File: src/assert_macros.svh
// assertion helpers used by the rtl controller
`ifndef ASSERT_MACROS_SVH
`define ASSERT_MACROS_SVH

// same-cycle implication, checked outside reset
`define ASSERT_SAME(label, clk, rst, pre, post) \
   label: assert property (@(posedge clk) disable iff (rst) (pre) |-> (post)) \
      else $error("same-cycle check failed");

// next-cycle implication, checked outside reset
`define ASSERT_NEXT(label, clk, rst, pre, post) \
   label: assert property (@(posedge clk) disable iff (rst) (pre) |=> (post)) \
      else $error("next-cycle check failed");

`endif

File: src/dmsh_pkg.sv
// ----------------------------------------------------------------------------
// dmsh_pkg
// Shared types, multiplier constants and command struct for the dual
// multiply scramble hash unit.
// ----------------------------------------------------------------------------
`timescale 1ns / 1ps

package dmsh_pkg;

   localparam int unsigned WORD_W = 32;

   // configuration register indexes
   typedef enum logic {
      CSR_SEED_EVEN,
      CSR_SEED_ODD
   } csr_index_type;

   // one mixing step per cycle, five steps per absorbed word
   typedef enum logic [2:0] {
      STEP_MIX0,
      STEP_MIX1,
      STEP_MIX2,
      STEP_MIX3,
      STEP_MIX4
   } step_type;

   // controller to datapath commands
   typedef struct packed {
      logic     load;
      logic     run;
      step_type step;
      logic     pos;
      logic     fold;
      logic     emit;
      logic     pair_ok;
   } cmd_type;

   // chain a multipliers, indexed by word position and step
   function automatic logic [WORD_W-1:0] mult_a_const(input logic pos, input logic [1:0] idx);
      logic [WORD_W-1:0] val;
      val = '0;
      case ({pos, idx})
         3'b000:  val = 32'hCF98B111;
         3'b001:  val = 32'h87085B9F;
         3'b010:  val = 32'h12CEB96D;
         3'b011:  val = 32'h257E1D83;
         3'b100:  val = 32'hA27416F5;
         3'b101:  val = 32'hD38396FF;
         3'b110:  val = 32'h7C932B89;
         3'b111:  val = 32'hBFA49F69;
         default: val = '0;
      endcase
      return val;
   endfunction

   // chain b multipliers, indexed by word position and step
   function automatic logic [WORD_W-1:0] mult_b_const(input logic pos, input logic [1:0] idx);
      logic [WORD_W-1:0] val;
      val = '0;
      case ({pos, idx})
         3'b000:  val = 32'hEF0569FB;
         3'b001:  val = 32'h689B6B9F;
         3'b010:  val = 32'h79F8A395;
         3'b011:  val = 32'hC3EFEA97;
         3'b100:  val = 32'hC31713DB;
         3'b101:  val = 32'hDDCD1F0F;
         3'b110:  val = 32'h59C3AF2D;
         3'b111:  val = 32'h35BD1EC9;
         default: val = '0;
      endcase
      return val;
   endfunction

   // exchange the 16-bit halves of a word
   function automatic logic [WORD_W-1:0] swap_halves(input logic [WORD_W-1:0] x);
      return {x[WORD_W/2-1:0], x[WORD_W-1:WORD_W/2]};
   endfunction

endpackage

File: src/dmsh_ctrl.sv
// ----------------------------------------------------------------------------
// dmsh_ctrl
// Sequencer: request handshake, word position tracking, the five-step
// mixing count and the result handshake.
// ----------------------------------------------------------------------------
`timescale 1ns / 1ps
`include "assert_macros.svh"

module dmsh_ctrl (
   input  logic             clock,
   input  logic             reset,
   input  logic             req_valid,
   input  logic             req_final_word,
   output logic             req_stall,
   input  logic             rsp_stall,
   output logic             rsp_valid,
   output dmsh_pkg::cmd_type cmd
);

   typedef enum logic [1:0] {
      ST_IDLE,
      ST_RUN,
      ST_EMIT
   } state_type;

   state_type          state_ff, state_in;
   dmsh_pkg::step_type step_ff, step_in;
   logic               pos_ff, pos_in;
   logic               last_ff, last_in;
   logic               odd_ff, odd_in;
   logic               pair_ff, pair_in;
   logic               fold_ff, fold_in;
   logic               rsp_valid_ff, rsp_valid_in;
   logic               load;
   logic               emit;
   logic               out_free;

   // output register may be refilled when empty or being drained
   assign out_free = !rsp_valid_ff || !rsp_stall;

   // next-state logic
   always_comb begin
      state_in     = state_ff;
      step_in      = step_ff;
      pos_in       = pos_ff;
      last_in      = last_ff;
      odd_in       = odd_ff;
      pair_in      = pair_ff;
      fold_in      = 1'b0;
      rsp_valid_in = rsp_valid_ff && rsp_stall;
      load         = 1'b0;
      emit         = 1'b0;
      case (state_ff)
         ST_IDLE: begin
            if (req_valid) begin
               last_in = req_final_word;
               if (odd_ff) begin
                  // second word of a pair
                  load    = 1'b1;
                  pos_in  = 1'b1;
                  pair_in = 1'b1;
                  odd_in  = 1'b0;
                  step_in = dmsh_pkg::STEP_MIX0;
                  state_in = ST_RUN;
               end else if (!req_final_word) begin
                  // first word of a pair
                  load    = 1'b1;
                  pos_in  = 1'b0;
                  odd_in  = 1'b1;
                  step_in = dmsh_pkg::STEP_MIX0;
                  state_in = ST_RUN;
               end else begin
                  // unpaired last word is dropped
                  state_in = ST_EMIT;
               end
            end
         end
         ST_RUN: begin
            if (step_ff == dmsh_pkg::STEP_MIX4) begin
               fold_in  = 1'b1;
               state_in = last_ff ? ST_EMIT : ST_IDLE;
            end else begin
               step_in = dmsh_pkg::step_type'(step_ff + 3'd1);
            end
         end
         ST_EMIT: begin
            // wait for the totals fold and a free output register
            if (!fold_ff && out_free) begin
               emit         = 1'b1;
               rsp_valid_in = 1'b1;
               odd_in       = 1'b0;
               pair_in      = 1'b0;
               state_in     = ST_IDLE;
            end
         end
         default: begin
            state_in = ST_IDLE;
         end
      endcase
   end

   // state and registered outputs
   always_ff @(posedge clock) begin
      if (reset) begin
         state_ff     <= ST_IDLE;
         step_ff      <= dmsh_pkg::STEP_MIX0;
         pos_ff       <= 1'b0;
         last_ff      <= 1'b0;
         odd_ff       <= 1'b0;
         pair_ff      <= 1'b0;
         fold_ff      <= 1'b0;
         rsp_valid_ff <= 1'b0;
      end else begin
         state_ff     <= state_in;
         step_ff      <= step_in;
         pos_ff       <= pos_in;
         last_ff      <= last_in;
         odd_ff       <= odd_in;
         pair_ff      <= pair_in;
         fold_ff      <= fold_in;
         rsp_valid_ff <= rsp_valid_in;
      end
   end

   assign req_stall   = (state_ff != ST_IDLE);
   assign rsp_valid   = rsp_valid_ff;

   // command bundle
   assign cmd.load    = load;
   assign cmd.run     = (state_ff == ST_RUN);
   assign cmd.step    = step_ff;
   assign cmd.pos     = pos_ff;
   assign cmd.fold    = fold_ff;
   assign cmd.emit    = emit;
   assign cmd.pair_ok = pair_ff;

   // checks
   `ASSERT_NEXT(a_busy_after_accept, clock, reset, req_valid && !req_stall, req_stall)
   `ASSERT_SAME(a_emit_needs_room, clock, reset, emit, !(rsp_valid_ff && rsp_stall))
   `ASSERT_NEXT(a_emit_sets_valid, clock, reset, emit, rsp_valid_ff)
   `ASSERT_SAME(a_no_emit_during_fold, clock, reset, fold_ff, !emit)

endmodule

File: src/dmsh_datapath.sv
// ----------------------------------------------------------------------------
// dmsh_datapath
// Seed registers, running sums and totals, two shared 32x32 multipliers
// stepping the two scramble chains, and the result register.
// ----------------------------------------------------------------------------
`timescale 1ns / 1ps

module dmsh_datapath (
   input  logic                          clock,
   input  logic                          reset,
   input  logic                          csr_wr_en,
   input  logic                          csr_index,
   input  logic [dmsh_pkg::WORD_W-1:0]   csr_wr_data,
   input  logic [dmsh_pkg::WORD_W-1:0]   req_data_word,
   input  dmsh_pkg::cmd_type             cmd,
   output logic [dmsh_pkg::WORD_W-1:0]   rsp_hash_first,
   output logic [dmsh_pkg::WORD_W-1:0]   rsp_hash_second,
   output logic                          rsp_no_full_block
);

   logic [dmsh_pkg::WORD_W-1:0] seed_even_ff;
   logic [dmsh_pkg::WORD_W-1:0] seed_odd_ff;
   logic [dmsh_pkg::WORD_W-1:0] sum_a_ff;
   logic [dmsh_pkg::WORD_W-1:0] sum_b_ff;
   logic [dmsh_pkg::WORD_W-1:0] total_a_ff;
   logic [dmsh_pkg::WORD_W-1:0] total_b_ff;
   logic [dmsh_pkg::WORD_W-1:0] a_work_ff, a_work_in;
   logic [dmsh_pkg::WORD_W-1:0] b_work_ff, b_work_in;
   logic [dmsh_pkg::WORD_W-1:0] b_part_ff, b_part_in;
   logic [dmsh_pkg::WORD_W-1:0] hash_first_ff;
   logic [dmsh_pkg::WORD_W-1:0] hash_second_ff;
   logic                        no_full_ff;
   logic [dmsh_pkg::WORD_W-1:0] first_mult;
   logic [dmsh_pkg::WORD_W-1:0] mul_a_x, mul_a_y, prod_a;
   logic [dmsh_pkg::WORD_W-1:0] mul_b_x, mul_b_y, prod_b;
   logic [1:0]                  a_idx;

   // first multiplier of the set, low bit forced on
   assign first_mult = (cmd.pos ? seed_odd_ff : seed_even_ff) | 32'd1;

   // chain a operands: plain multiply, then swap-and-multiply
   assign a_idx   = 2'(cmd.step - 3'd1);
   assign mul_a_x = (cmd.step == dmsh_pkg::STEP_MIX0) ? a_work_ff
                                                      : dmsh_pkg::swap_halves(a_work_ff);
   assign mul_a_y = (cmd.step == dmsh_pkg::STEP_MIX0) ? first_mult
                                                      : dmsh_pkg::mult_a_const(cmd.pos, a_idx);
   assign prod_a  = 32'(mul_a_x * mul_a_y);

   // chain b operands and accumulation per step
   always_comb begin
      mul_b_x   = b_work_ff;
      mul_b_y   = first_mult;
      b_work_in = b_work_ff;
      b_part_in = b_part_ff;
      case (cmd.step)
         dmsh_pkg::STEP_MIX0: begin
            mul_b_x   = dmsh_pkg::swap_halves(b_work_ff);
            mul_b_y   = dmsh_pkg::mult_b_const(cmd.pos, 2'd0);
            b_part_in = prod_b;
         end
         dmsh_pkg::STEP_MIX1: begin
            mul_b_x   = b_work_ff;
            mul_b_y   = first_mult;
            b_work_in = b_part_ff + prod_b;
         end
         dmsh_pkg::STEP_MIX2: begin
            mul_b_x   = {16'd0, b_work_ff[dmsh_pkg::WORD_W-1:16]};
            mul_b_y   = dmsh_pkg::mult_b_const(cmd.pos, 2'd1);
            b_part_in = prod_b;
         end
         dmsh_pkg::STEP_MIX3: begin
            mul_b_x   = b_work_ff;
            mul_b_y   = dmsh_pkg::mult_b_const(cmd.pos, 2'd2);
            b_work_in = b_part_ff + prod_b;
         end
         dmsh_pkg::STEP_MIX4: begin
            mul_b_x   = dmsh_pkg::swap_halves(b_work_ff);
            mul_b_y   = dmsh_pkg::mult_b_const(cmd.pos, 2'd3);
            b_work_in = prod_b + b_work_ff;
         end
         default: begin
            b_work_in = b_work_ff;
         end
      endcase
   end

   assign prod_b = 32'(mul_b_x * mul_b_y);

   // chain a next value
   always_comb begin
      a_work_in = a_work_ff;
      if (cmd.load) begin
         a_work_in = sum_a_ff + req_data_word;
      end else if (cmd.run) begin
         a_work_in = prod_a;
      end
   end

   // seed registers
   always_ff @(posedge clock) begin
      if (reset) begin
         seed_even_ff <= 32'd1;
         seed_odd_ff  <= 32'd1;
      end else if (csr_wr_en) begin
         case (csr_index)
            dmsh_pkg::CSR_SEED_EVEN: seed_even_ff <= csr_wr_data;
            dmsh_pkg::CSR_SEED_ODD:  seed_odd_ff  <= csr_wr_data;
            default:                 seed_even_ff <= seed_even_ff;
         endcase
      end
   end

   // working registers of the two chains
   always_ff @(posedge clock) begin
      a_work_ff <= a_work_in;
      if (cmd.load) begin
         b_work_ff <= sum_b_ff + req_data_word;
      end else if (cmd.run) begin
         b_work_ff <= b_work_in;
         b_part_ff <= b_part_in;
      end
   end

   // running sums and totals
   always_ff @(posedge clock) begin
      if (reset) begin
         sum_a_ff   <= '0;
         sum_b_ff   <= '0;
         total_a_ff <= '0;
         total_b_ff <= '0;
      end else if (cmd.emit) begin
         sum_a_ff   <= '0;
         sum_b_ff   <= '0;
         total_a_ff <= '0;
         total_b_ff <= '0;
      end else begin
         if (cmd.run && cmd.step == dmsh_pkg::STEP_MIX4) begin
            sum_a_ff <= prod_a;
            sum_b_ff <= b_work_in;
         end
         if (cmd.fold) begin
            total_a_ff <= total_a_ff + a_work_ff;
            total_b_ff <= total_b_ff + b_work_ff;
         end
      end
   end

   // result register
   always_ff @(posedge clock) begin
      if (cmd.emit) begin
         hash_first_ff  <= cmd.pair_ok ? (sum_a_ff ^ sum_b_ff) : '0;
         hash_second_ff <= cmd.pair_ok ? (total_a_ff ^ total_b_ff) : '0;
         no_full_ff     <= !cmd.pair_ok;
      end
   end

   assign rsp_hash_first    = hash_first_ff;
   assign rsp_hash_second   = hash_second_ff;
   assign rsp_no_full_block = no_full_ff;

endmodule

File: src/dual_multiply_scramble_hash_unit.sv
// ----------------------------------------------------------------------------
// dual_multiply_scramble_hash_unit
// Two-chain multiply and halfword-swap hash over a stream of 32-bit words,
// one result on the last word of each message.
//
//   channel   ports                                                    dir
//   request   req_valid req_stall req_data_word req_final_word         in
//   response  rsp_valid rsp_stall rsp_hash_first rsp_hash_second ...   out
//   csr       csr_wr_en csr_index csr_wr_data                          in
//
// On accept an absorbed word is added to the sums into the working registers,
// then in five steps two 32x32 multipliers each run one link of a chain.
// After the steps of every word the totals fold; a last word then waits for
// that fold and loads the result; an unpaired last word goes straight to the result load.
// Synchronous reset clears sums, totals and word position; seeds return to 1.
// The result register lets a new message start while a result is stalled.
// ----------------------------------------------------------------------------
`timescale 1ns / 1ps

module dual_multiply_scramble_hash_unit (
   input  logic                        clock,
   input  logic                        reset,
   input  logic                        csr_wr_en,
   input  logic                        csr_index,
   input  logic [dmsh_pkg::WORD_W-1:0] csr_wr_data,
   input  logic                        req_valid,
   output logic                        req_stall,
   input  logic [dmsh_pkg::WORD_W-1:0] req_data_word,
   input  logic                        req_final_word,
   output logic                        rsp_valid,
   input  logic                        rsp_stall,
   output logic [dmsh_pkg::WORD_W-1:0] rsp_hash_first,
   output logic [dmsh_pkg::WORD_W-1:0] rsp_hash_second,
   output logic                        rsp_no_full_block
);

   dmsh_pkg::cmd_type cmd;

   // sequencer
   dmsh_ctrl u_ctrl (
      .clock          (clock),
      .reset          (reset),
      .req_valid      (req_valid),
      .req_final_word (req_final_word),
      .req_stall      (req_stall),
      .rsp_stall      (rsp_stall),
      .rsp_valid      (rsp_valid),
      .cmd            (cmd)
   );

   // arithmetic and storage
   dmsh_datapath u_datapath (
      .clock             (clock),
      .reset             (reset),
      .csr_wr_en         (csr_wr_en),
      .csr_index         (csr_index),
      .csr_wr_data       (csr_wr_data),
      .req_data_word     (req_data_word),
      .cmd               (cmd),
      .rsp_hash_first    (rsp_hash_first),
      .rsp_hash_second   (rsp_hash_second),
      .rsp_no_full_block (rsp_no_full_block)
   );

endmodule
File: config.mk
export PLATFORM = sky130hd
export DESIGN_NAME = dual_multiply_scramble_hash_unit
export DESIGN_NICKNAME = d
export VERILOG_FILES = /design/src/dmsh_pkg.sv /design/src/dmsh_ctrl.sv /design/src/dmsh_datapath.sv /design/src/dual_multiply_scramble_hash_unit.sv
export VERILOG_INCLUDE_DIRS = /design/src /design/src/src
export SDC_FILE = /design/constraint.sdc
export NUM_CORES = 2
export LEC_CHECK = 0
export BUFFER_PORTS_ARGS = -buffer_cell sky130_fd_sc_hd__buf_4
export CORE_ASPECT_RATIO = 1.5
export CORE_MARGIN = 4
export CORE_UTILIZATION = 65
export CTS_CLUSTER_DIAMETER = 200
export CTS_CLUSTER_SIZE = 20
export DETAILED_ROUTE_END_ITERATION = 8
export HOLD_SLACK_MARGIN = 0.12
export PLACE_DENSITY_LB_ADDON = 0.15
export SYNTH_ARGS = -nofsm -noshare
export SYNTH_HDL_FRONTEND = slang
export SYNTH_SLANG_ARGS = --single-unit
File: constraint.sdc
create_clock -name clock -period 14.6 [get_ports clock]
set_input_delay 0.73 -clock clock [delete_from_list [all_inputs] [get_ports clock]]
set_output_delay 0.73 -clock clock [all_outputs]
set_load 0.01 [all_outputs]
Word level (Yosys, flattened, before mapping)
Memory sizes are Yosys's and may differ from the RTL's.
Cells that the tools add are included.
{"block": "totals", "romBits": 248, "wordCells": 122, "inputBits": 71, "reg_bits": 364, "out_inout_bits": 67, "n_memories": 1}
{"memory": "(name not given)", "depth": 8, "width": 31, "rd": 1, "rd_clocked_by_memory_dff": 0, "wr": 0, "line_no": "dmsh_pkg.sv:42", "source": "case ({pos, idx})"}
{"block": "classes", "eq_ne": 13, "bitwise": 6, "mul": 2, "addsub": 8, "n_reduce_logical": 28, "n_mux": 44}
{"cell": "$pmux W32 S2", "n": 6}
{"cell": "$mux W32", "n": 7}
{"cell": "$add A32 B32 Y32", "n": 6}
{"cell": "$pmux W32 S4", "n": 1}
{"cell": "$mul A32 B32 Y32", "n": 2}
{"cell": "$xor A32 B32 Y32", "n": 2}
{"cell": "$mux W1", "n": 16}
{"cell": "$mux W2", "n": 6}
{"cell": "$mux W3", "n": 4}
{"cell": "$reduce_and A3 Y1", "n": 4}
{"cell": "$reduce_or A2 Y1", "n": 5}
{"cell": "$reduce_and A4 Y1", "n": 2}
{"cell": "$reduce_bool A2 Y1", "n": 4}
{"cell": "$eq A3 B2 Y1 const B", "n": 2}
{"cell": "$ne A2 B1 Y1 const B", "n": 3}
{"cell": "$ne A2 B2 Y1 const B", "n": 3}
{"cell": "$pmux W2 S3", "n": 1}
{"cell": "$pmux W3 S2", "n": 1}
{"cell": "$reduce_and A2 Y1", "n": 3}
{"cell": "$logic_not A1 Y1", "n": 4}
{"cell": "$not A1 Y1", "n": 4}
{"cell": "$pmux W1 S2", "n": 2}
{"cell": "$add A3 B1 Y3 const B", "n": 1}
{"cell": "$eq A3 B1 Y1 const B", "n": 1}
{"cell": "other kinds (9)", "n": 11}

Longest topological paths before layout
{"block": "depth", "depth_word": 8, "mapped_depth": 49, "depth_no_buf": 43}

Hierarchy
A second synthesis with hierarchy kept.
{"block": "hier_totals", "cells_unflattened": 6260, "hier_area_um2": 53563.9}
{"mod": "dmsh_datapath", "instances": 1, "area_each_um2": 52967.0, "cells_each": 6189}
{"mod": "dmsh_ctrl", "instances": 1, "area_each_um2": 596.8, "cells_each": 71}

Worst setup path after synthesis
OpenSTA, ideal clock, no wires.
{"block": "synth_path", "kind": "flip-flop to flip-flop", "startpoint": "reg u_ctrl.step_ff[1]", "endpoint": "reg u_datapath.b_work_ff[31] in the netlist's numbering, data pin", "arrival_time_ps": 11049, "setup_slack_ps": 3280, "path_buffers": 9, "stages_incl_launch_ff": 49, "t_required_ps": 14329, "cell_sequence": "dfxtp_1 buf_2 inv_1 ha_1 buf_2 buf_2 buf_2 nand2b_1 buf_2 buf_2 buf_2 buf_2 a21oi_1 o21ai_1 clkbuf_1 nor2_1 fa_1 fa_1 [... 13 more ...] nor2_1 a21o_1 a21oi_1 xnor2_1 ha_1 and4_1 and2_1 o2111ai_1 a21oi_1 or3_1 nor2_1 a211oi_1 a311oi_1 o31ai_1 xor2_2 or3_1 a21oi_1 a211oi_2"}
{"block": "synth_via", "elab_chain_cells": 8}
{"element": "start: declaration", "line_no": "dmsh_ctrl.sv:27", "source": "dmsh_pkg::step_type step_ff, step_in;"}
{"element": "start signal: assignment", "line_no": "dmsh_ctrl.sv:106", "source": "step_ff <= dmsh_pkg::STEP_MIX0;"}
{"element": "start signal: assignment", "line_no": "dmsh_ctrl.sv:115", "source": "step_ff <= step_in;"}
{"element": "$eq A3 B3 Y1 / $logic_not A3 Y1 (equally long branches)", "line_no": "dmsh_datapath.sv:55", "source": "case (cmd.step)"}
{"element": "$reduce_or A2 Y1 (no source line)"}
{"element": "$pmux W32 S2", "line_no": "dmsh_datapath.sv:55"}
{"element": "$mul A32 B32 Y32 (*)", "line_no": "dmsh_datapath.sv:87", "source": "assign prod_b = 32'(mul_b_x * mul_b_y);"}
{"element": "via u_datapath.prod_b (one bit)", "line_no": "dmsh_datapath.sv:35", "source": "logic [dmsh_pkg::WORD_W-1:0] mul_b_x, mul_b_y, prod_b;"}
{"element": "$add A32 B32 Y32 (on tied branches)", "line_no": "dmsh_datapath.sv:79, dmsh_datapath.sv:64, dmsh_datapath.sv:74"}
{"element": "$pmux W32 S2 (*)", "line_no": "dmsh_datapath.sv:55"}
{"element": "$mux W32 (*)", "line_no": "dmsh_datapath.sv:118", "source": "end else if (cmd.run) begin"}
{"element": "$mux W32 (*)", "line_no": "dmsh_datapath.sv:116", "source": "if (cmd.load) begin"}
{"element": "end signal: assignment", "line_no": "dmsh_datapath.sv:117", "source": "b_work_ff <= sum_b_ff + req_data_word;"}
{"element": "end signal: assignment", "line_no": "dmsh_datapath.sv:119", "source": "b_work_ff <= b_work_in;"}
{"element": "end: declaration", "line_no": "dmsh_datapath.sv:28", "source": "logic [dmsh_pkg::WORD_W-1:0] b_work_ff, b_work_in;"}
The timed path passes the listed nets; every way through them passes the cells marked *. The select of a mux whose other input is x is not followed.
A chain may end at the register's enable or synchronous reset.

Worst setup path in the final report
{"block": "layout_path", "startpoint": "reg u_ctrl.step_ff[0]", "endpoint": "reg u_datapath.b_work_ff[31] in the netlist's numbering, data pin"}
The elaborated chain is that of the path after synthesis.

==> flow_summary.yaml <==
clocking:
  cts.sinks: 362
  insertion_delay_ns: 0.60
  cts_setup_buffers: 0
  clkTransAtPathRegs_ns: 0.09
  cts_buffers: 22
  post_cts_resized: 0
  cts_buffer_depth: 3
  htree_num_levels: 1
  cts_hold_buf: 0
  tritoncts: "built"
  cts_root_buf: "clkbuf_16"
floorplan:
  ios: 138
  row_count: 129
  fp.coreArea_mm2: 0.0826
  die_area_mm2: 0.0882
  die_width_um: 244
  die_h_um: 362
  start_util: 0.656
layout:
  fill_cells: 7022
  drive_gt1_frac: 0.0571
  fin_nets: 7631
  num_antenna_cells: 0
  syn2layout_area_growth_pct: 5.41
  stdcell_count: 7456
timing:
  fin_crit_ns: 12.81
  setup-violations-final: 0
  clock_skew_ns: 0.0377
  setup-tns-final_ns: 0
  max_slew_margin: 0.173
  hold_violations: 0
  slew_viol_final: 0
  fmax_ghz: 0.0781
  period_share: 0.877
  max_slew.worst_pin.slew_ns: 1.24
  rsz0062_at_grt: "no"
grt:
  overflow: 0
  antenna_found_initial: 3
  grt_start_max_net_pins: 91
  grt_pass1_wl_um: 276000
  grt_pass1_vias: 47300
  gr-usage-all-layers: 0.413
setup_path:
  cp_common_cell: "fa_1"
  cp_max_fo: 21
  cp_slowest_stage_delay_ns: 0.93
  critical_path_required_ns: 14.92
  end_kind: "register"
  cp.buffers_inverters: 5
  critical_path.top_delay_family: "adder cells"
  path_class: "register to register"
  start_kind: "register"
  critical_path_arrival_ns: 13.13
  cpMaxStageDelayCell: "o21a_1"
detailed_routing:
  drc: 0
  drt_iter0_drc: 3927
  wl_per_cell_um: 24.4
  antenna_left: 0
  routed_wl_um: 182000
  vias_per_cell: 6.12
  via_count: 45700
  drt_first_pass_iters: 6
synthesis:
  synthMostInstantiatedCell: "nand2_1"
  synth.avg_cell_area_um2: 8.55
  synthArstFlopShare: 0
  syn_area_mm2: 0.0542
  synth_area_leaders: "fa_1 (30%), ha_1 (9.5%), edfxtp_1 (8.9%)"
  synthFlopType: "dfxtp_1"
  synth-seq-cells: 362
  yosysSeqAreaShare: 0.163
  synth_edf_count: 161
  synth_top_area_cell: "fa_1"
  yosysWarnings: 0
  syn_inst: 6339
  synth_top_area_frac: 0.303
  synthDistinctLibCells: 93
  yosys-top-cells-count: "nand2_1 (1103), inv_1 (958), fa_1 (821)"
  syn_nets: 7641
hold_path:
  hp-class: "input port to register"
placement:
  post-place-cells: 7418
  dp_hpwl_um: 145000
  portBuffers: 136
  gp_congestion: 1.02
run:
  drv_cap: 0
outcome:
  status: "finished clean"
-- worst min-delay path, cell delays in order --
cell and delay (ns):
buf_4 0.11, nand2_1 0.05, a21oi_1 0.05
-- cells by family (layout without fill, tap and decap cells) --
family / after synthesis / count (layout) / share of synthesized area
multiplexers: 97 / 97 / 0.0188
AND/OR/NAND/NOR: 2091 / 2091 / 0.159
AO/OA/AOI/OAI: 952 / 952 / 0.112
XOR/XNOR: 364 / 364 / 0.0616
adder cells (fa/ha/maj): 1232 / 1232 / 0.398
flip-flops: 362 / 362 / 0.163
buffers and inverters: 1241 / 1245 / 0.0869
-- registers in the layout, indices dropped and copies added, names as in the netlist --
| signal | flops |
|---|---|
| u_ctrl.last_ff | 1 |
| u_datapath.sum_b_ff | 32 |
| u_datapath.a_work_ff | 32 |
| u_ctrl.pair_ff | 1 |
| u_ctrl.state_ff | 2 |
| u_datapath.seed_odd_ff | 31 |
| u_datapath.rsp_hash_first | 32 |
| u_datapath.b_work_ff | 32 |
| u_datapath.seed_even_ff | 31 |
| u_ctrl.rsp_valid | 1 |
| u_ctrl.step_ff | 3 |
| u_datapath.total_a_ff | 32 |
| u_ctrl.odd_ff | 1 |
| u_datapath.sum_a_ff | 32 |
| u_ctrl.fold_ff | 1 |
| u_datapath.rsp_hash_second | 32 |
| u_ctrl.pos_ff | 1 |
| u_datapath.b_part_ff | 32 |
| u_datapath.rsp_no_full_block | 1 |
| u_datapath.total_b_ff | 32 |
-- path summary, 6_finish.rpt --
kind                                                         startpoint                                        to  slack, ns  cells past startpoint
worst max-delay path                     u_ctrl.step_ff[0]$_SDFFE_PP0P_        u_datapath.b_work_ff[31]$_DFFE_PP_       1.79                     38
worst min-delay path                                    csr_wr_data[31]  u_datapath.seed_even_ff[31]$_SDFFE_PP0P_       0.40                      3
worst max register to register           u_ctrl.step_ff[0]$_SDFFE_PP0P_        u_datapath.b_work_ff[31]$_DFFE_PP_       1.79                     38
worst min register to register  u_datapath.seed_odd_ff[31]$_SDFFE_PP0P_   u_datapath.seed_odd_ff[31]$_SDFFE_PP0P_       0.46                      2
-- cell type report --
class                   instances  area [um2]  area share
flip-flops and latches        362        8870       0.155
repair buffers                240        1800      0.0315
clock inverters                 2        36.3    0.000635
inverters                     967        3630      0.0635
clock buffers                  36         603      0.0106
well taps                    1113        1390      0.0244
multi-input cells            4736       40800       0.714
-- stage by stage --
step	worst slack, ns	area [um2]	hold WS [ns]	utilization
2_1_floorplan	3.28	54200	0.436	-
3_3_place_gp	2.14	56500	0.445	0.684
3_5_place_dp	2.00	56500	0.446	0.684
4_1_cts	1.95	57200	0.390	0.692
5_1_grt	1.33	57200	0.401	0.692
6_report	1.79	57200	0.403	0.692
-- per-layer routing --
metal | track usage | routed length, um | vias up
met1 | 0.440 | 58500 | 22500
met2 | 0.714 | 88900 | 2275
li1 | - | - | 20000
met5 | 0 | 46 | -
met4 | 0.372 | 21800 | 6
met3 | 0.0524 | 12900 | 906
-- layout by cell type, fill, tap and decap left out, drive strengths merged, types with 48 or more instances in the layout --
| cell | instances |
|---|---|
| a21oi | 345 |
| nand2 | 1103 |
| a211oi | 70 |
| edfxtp | 161 |
| xor2 | 78 |
| mux2i | 78 |
| nand2b | 48 |
| and2 | 82 |
| ha | 410 |
| inv | 960 |
| nor2b | 49 |
| o21ai | 172 |
| a21o | 114 |
| nor2 | 648 |
| fa | 821 |
| dfxtp | 201 |
| xnor2 | 276 |
| buf | 240 |
Power is not shown: default switching activity piles up to over one toggle a cycle in this logic, so the estimate is an artifact.
